--- src/rtl/cau_pkg.sv ---
// Package for the complex arithmetic unit: operation codes, beat structs and
// shared constants. No dependencies.
`timescale 1ns / 1ps
package cau_pkg;

  // Operand and result width is fixed by the beat structs below.
  localparam int DW = 16;
  localparam int FracBitsDefault  = 8;
  localparam int FifoDepth = 4;

  typedef enum logic [2:0] {
    OP_ADD = 3'd0,
    OP_SUB = 3'd1,
    OP_MUL = 3'd2,
    OP_DIV = 3'd3,
    OP_CMP = 3'd4
  } op_t;

  typedef struct packed {
    logic [2:0]           req_type;
    logic signed [DW-1:0] a_re;
    logic signed [DW-1:0] a_im;
    logic signed [DW-1:0] b_re;
    logic signed [DW-1:0] b_im;
  } req_t;

  typedef struct packed {
    logic signed [DW-1:0] res_re;
    logic signed [DW-1:0] res_im;
    logic                 is_equal;
    logic                 div_by_zero;
    logic                 overflow;
  } rsp_t;

  // Classified operation handed from the front to the back.
  typedef struct packed {
    logic                 is_add;
    logic                 is_sub;
    logic                 is_mul;
    logic                 is_div;
    logic                 is_cmp;
    logic                 bzero;
    logic signed [DW-1:0] a_re;
    logic signed [DW-1:0] a_im;
    logic signed [DW-1:0] b_re;
    logic signed [DW-1:0] b_im;
  } cmd_t;

endpackage

--- src/rtl/cau_front.sv ---
// Front end: accepts request beats, decodes the op code, flags a zero divisor
// and writes the classified command into a short queue. Uses cau_pkg.
`timescale 1ns / 1ps
module cau_front
  import cau_pkg::*;
(
  input  logic clk,
  input  logic rst,
  input  logic push,
  output logic full,
  input  req_t req,
  output logic cmd_valid,
  input  logic cmd_take,
  output cmd_t cmd
);

  localparam int AW = $clog2(FifoDepth);

  cmd_t mem [FifoDepth];
  logic [AW-1:0] wr_ptr;
  logic [AW-1:0] rd_ptr;
  logic [AW:0]   count;
  cmd_t          dec;
  logic          wr_en;
  logic          rd_en;

  // Decode
  always_comb begin
    dec = '0;
    case (req.req_type)
      OP_ADD:  dec.is_add = 1'b1;
      OP_SUB:  dec.is_sub = 1'b1;
      OP_MUL:  dec.is_mul = 1'b1;
      OP_DIV:  dec.is_div = 1'b1;
      OP_CMP:  dec.is_cmp = 1'b1;
      default: dec.is_add = 1'b0;
    endcase
    dec.bzero = (req.b_re == '0) && (req.b_im == '0);
    dec.a_re  = req.a_re;
    dec.a_im  = req.a_im;
    dec.b_re  = req.b_re;
    dec.b_im  = req.b_im;
  end

  assign full      = (count == (AW+1)'(FifoDepth));
  assign cmd_valid = (count != '0);
  assign wr_en     = push && !full;
  assign rd_en     = cmd_valid && cmd_take;
  assign cmd       = mem[rd_ptr];

  always_ff @(posedge clk) begin
    if (wr_en) begin
      mem[wr_ptr] <= dec;
    end
  end

  always_ff @(posedge clk) begin
    if (rst) begin
      wr_ptr <= '0;
      rd_ptr <= '0;
      count  <= '0;
    end else begin
      if (wr_en) wr_ptr <= wr_ptr + 1'b1;
      if (rd_en) rd_ptr <= rd_ptr + 1'b1;
      count <= count + (AW+1)'(wr_en) - (AW+1)'(rd_en);
    end
  end

endmodule

--- config.mk ---
export PLATFORM = sky130hd
export DESIGN_NAME = cau_front
export DESIGN_NICKNAME = d
export VERILOG_FILES = /design/src/rtl/cau_pkg.sv /design/src/rtl/cau_front.sv
export SDC_FILE = /design/constraint.sdc
export NUM_CORES = 1
export LEC_CHECK = 0
export ABC_CLOCK_PERIOD_IN_PS = 4000
export BUFFER_PORTS_ARGS = -buffer_cell sky130_fd_sc_hd__buf_2
export CELL_PAD_IN_SITES_DETAIL_PLACEMENT = 1
export CELL_PAD_IN_SITES_GLOBAL_PLACEMENT = 1
export CORE_UTILIZATION = 50
export CTS_BUF_LIST = sky130_fd_sc_hd__clkbuf_16
export CTS_CLUSTER_DIAMETER = 80
export DETAILED_ROUTE_END_ITERATION = 10
export PLACE_DENSITY_LB_ADDON = 0.1
export SLEW_MARGIN = 20
export SYNTH_ARGS = -nofsm -noshare
export SYNTH_HDL_FRONTEND = slang
export SYNTH_SLANG_ARGS = --single-unit
export TNS_END_PERCENT = 30
--- constraint.sdc ---
create_clock -name clk -period 4 [get_ports clk]
set_input_delay 0.2 -clock clk [delete_from_list [all_inputs] [get_ports clk]]
set_output_delay 0.2 -clock clk [all_outputs]
set_load 0.02 [all_outputs]
==> impl_metrics.csv <==
group,metric,value,unit
outcome,status,"finished clean",
clock_tree,clkSinkCount,289,
clock_tree,root_buffer,"clkbuf_16",
setup_path,crit_type,"reg -> out",
detailed_routing,vias,5209,
logic_synthesis,avgSynthCellArea,24.9,sq um
sta,setup_violations,0,
clock_tree,numCtsBuffers,30,
sta,drv_slew,0,
sta,rsz0062_at_grt,"false",
detailed_routing,routed_wl,20700,microns
cells_and_area,final_cell_mix,"edfxtp_1, buf_2, mux4_2",
sta,hold_viol,0,
setup_path,start_kind,"flop",
logic_synthesis,synth_fp_nets,509,
clock_tree,h-tree-depth,1,
cells_and_area,layout_commonest_cell,"edfxtp_1",
job,cap_violations,0,
clock_tree,cts_tree,"built",
setup_path,cp_cell_sequence,"buf_12, mux4_2, buf_2",
clock_tree,cts_hold_buf,65,
logic_synthesis,synth_compound_area_share,0.256,%
sta,max-slew-margin-rel,53.6,%
setup_path,cp_num_buf_inv,2,
detailed_routing,first_iter_violations,237,
cells_and_area,nFillCells,1740,
sta,tns,0,ns
cells_and_area,nets,737,
worst_hold_path,hp-class,"in -> reg",
floorplan,die_x,149,microns
sta,tightestPinTransition,0.696,ns
pwr,power.density,635,nW/um^2
detailed_routing,drc_errors,0,
cells_and_area,area_growth,24.1,%
sta,fmax,369,MHz
logic_synthesis,syn_inst,431,
logic_synthesis,synth-xor-area-share,0.245,%
setup_path,arrival,2.51,ns
placed_design,routabilityCongestion,0.753,
setup_path,slowest_delay,0.81,ns
logic_synthesis,synthSimpleGateAreaFrac,1.91,%
global_routing,first_global_vias,5728,
logic_synthesis,synth_top_family_by_area,"multiplexers",
cells_and_area,antenna-diode-count,0,
floorplan,rows,53,
clock_tree,post_cts_resized,0,
sta,timing.final.crit_period,2.71,ns
logic_synthesis,syn_area,10700,sq um
detailed_routing,vias_per_cell,5.44,
logic_synthesis,ys_seq_area_share,79.9,%
placed_design,port_buffers,142,
logic_synthesis,ys_seq_elements,289,
setup_path,path_delay_family,"flip-flops",
global_routing,grt_overflow,0,
sta,fin_crit_sh,67.8,%
setup_path,path_max_fanout,40,
pwr,power.total,8.47,mW
global_routing,grt_usage,19.3,%
placed_design,hpwl,11200,microns
floorplan,boundaryPins,143,
clock_tree,path_clk_slew,0.06,ns
detailed_routing,ant_nets,0,
detailed_routing,wl_per_cell,21.6,microns
setup_path,cpMaxStageDelayCell,"dfxtp_4",
pwr,vdd_ir_drop_max,0.000457,V
logic_synthesis,yosys_warnings,0,
floorplan,design.die.area,22100,sq um
floorplan,fp.coreArea,21000,sq um
sta,fin_skew,0.00616,ns
cells_and_area,layout-drive-gt1-share,38.8,%
global_routing,grt_pass1_wl,31900,microns
detailed_routing,firstDrtPassIters,6,
logic_synthesis,synthAdderAreaFrac,0.885,%
clock_tree,post_cts_buffers,0,
cells_and_area,final_util,63.4,%
logic_synthesis,synth_cell_types,29,
floorplan,dieHeight,149,microns
floorplan,initial_core_util,51.1,%
setup_path,crit_path_end_kind,"output pin",
setup_path,cp.required,3.80,ns
global_routing,antenna_found_initial,0,
global_routing,grt_max_degree,71,
pwr,leakagePower,4.55,nW
logic_synthesis,muxShareOfSynthArea,14.8,%
clock_tree,clock_path_buffers,3,
clock_tree,clk_latency,0.54,ns
==> logic make-up after synthesis <==
kind of cell,Yosys count
and+or+nand+nor,34
DFF,289
muxes,71
adders and majority gates,7
xor gates and xnor gates,3
buffers and inverters,23
AOI/OAI and AO/OA,4
==> sequential cells by signal (all words and copies together) (netlist names), named ones only <==
register,cells
mem,280
wr_ptr,2
count,3
rd_ptr,2
==> cell usage after synthesis, drive strengths merged <==
master	n	area (sq um)
o21ai	1	5.00
edfxtp	280	8410
mux4	70	1580
fa	1	20.0
dfxtp	9	180
nand2b	2	12.5
inv	6	22.5
a21oi	1	5.00
nand4	2	12.5
xor2	2	17.5
nor4	8	50.1
ha	6	75.1
nor2b	1	6.26
o311ai	1	8.76
o31a	1	8.76
clkbuf	1	3.75
nor3	2	10.0
xnor2	1	8.76
nor2	7	26.3
or3	2	12.5
and2	5	31.3
mux2i	1	10.0
and3b	1	8.76
buf	16	190
nor3b	4	35.0
==> layout make-up <==
| cell class | count | area (sq um) | share of cell area, % |
|---|---|---|---|
| Clock buffer | 31 | 776 | 5.82 |
| Clock inverter | 25 | 141 | 1.06 |
| Multi-Input combinational cell | 119 | 1950 | 14.6 |
| Sequential cell | 289 | 8600 | 64.5 |
| Inverter | 6 | 22.5 | 0.169 |
| Timing Repair Buffer | 213 | 1500 | 11.3 |
| Tap cell | 275 | 344 | 2.58 |
==> metrics by stage <==
| step | instance area [sq um] | hold WS, ns | instances | setup WS [ns] |
|---|---|---|---|---|
| finish | 13300 | 0.0419 | 958 | 1.29 |
| global route | 13300 | 0.0315 | 958 | 1.09 |
| CTS | 13200 | 0.0126 | 954 | 1.17 |
| detailed placement | 11700 | 0.417 | 833 | 1.41 |
| global placement | 11600 | 0.410 | 832 | 1.69 |
| floorplan | 10700 | 0.299 | 431 | 1.08 |
==> worst reg2reg max path: cells and delay by family, from the launching register on <==
kind	cells	cell delay, ns
AND/OR/NAND/NOR	4	0.88
adder cells (fa/ha/maj)	3	0.87
XOR/XNOR	1	0.16
buffers and inverters	3	0.22
flip-flops	1	0.48
==> where the power goes <==
group	switching (mW)	total, mW	internal, mW
Clock	1.10	2.55	1.46
Sequential	0.196	3.87	3.67
Combinational	1.13	2.04	0.908
==> path summary, 6_finish.rpt <==
check | start | end | slack, ns | cells after the start
worst max-delay path | flop | cmd[31] | 1.29 | 3
worst min-delay path | req[65] | mem[0][65]$_DFFE_PP_ | 0.04 | 2
worst max register to register | count[1]$_SDFF_PP0_ | count[2]$_SDFF_PP0_ | 1.30 | 11
worst min register to register | wr_ptr[0]$_SDFFE_PP0P_ | wr_ptr[0]$_SDFFE_PP0P_ | 0.54 | 2
==> metal layers <==
layer	vias up	share of wire, %	global-route usage (%)
met5	-	0	0
li1	2305	-	-
met3	28	4.8	3.40
met4	0	1.6	4.90
met2	149	52	34.0
met1	2727	42	25.0
Note: power is estimated with default switching activity, not from simulation.
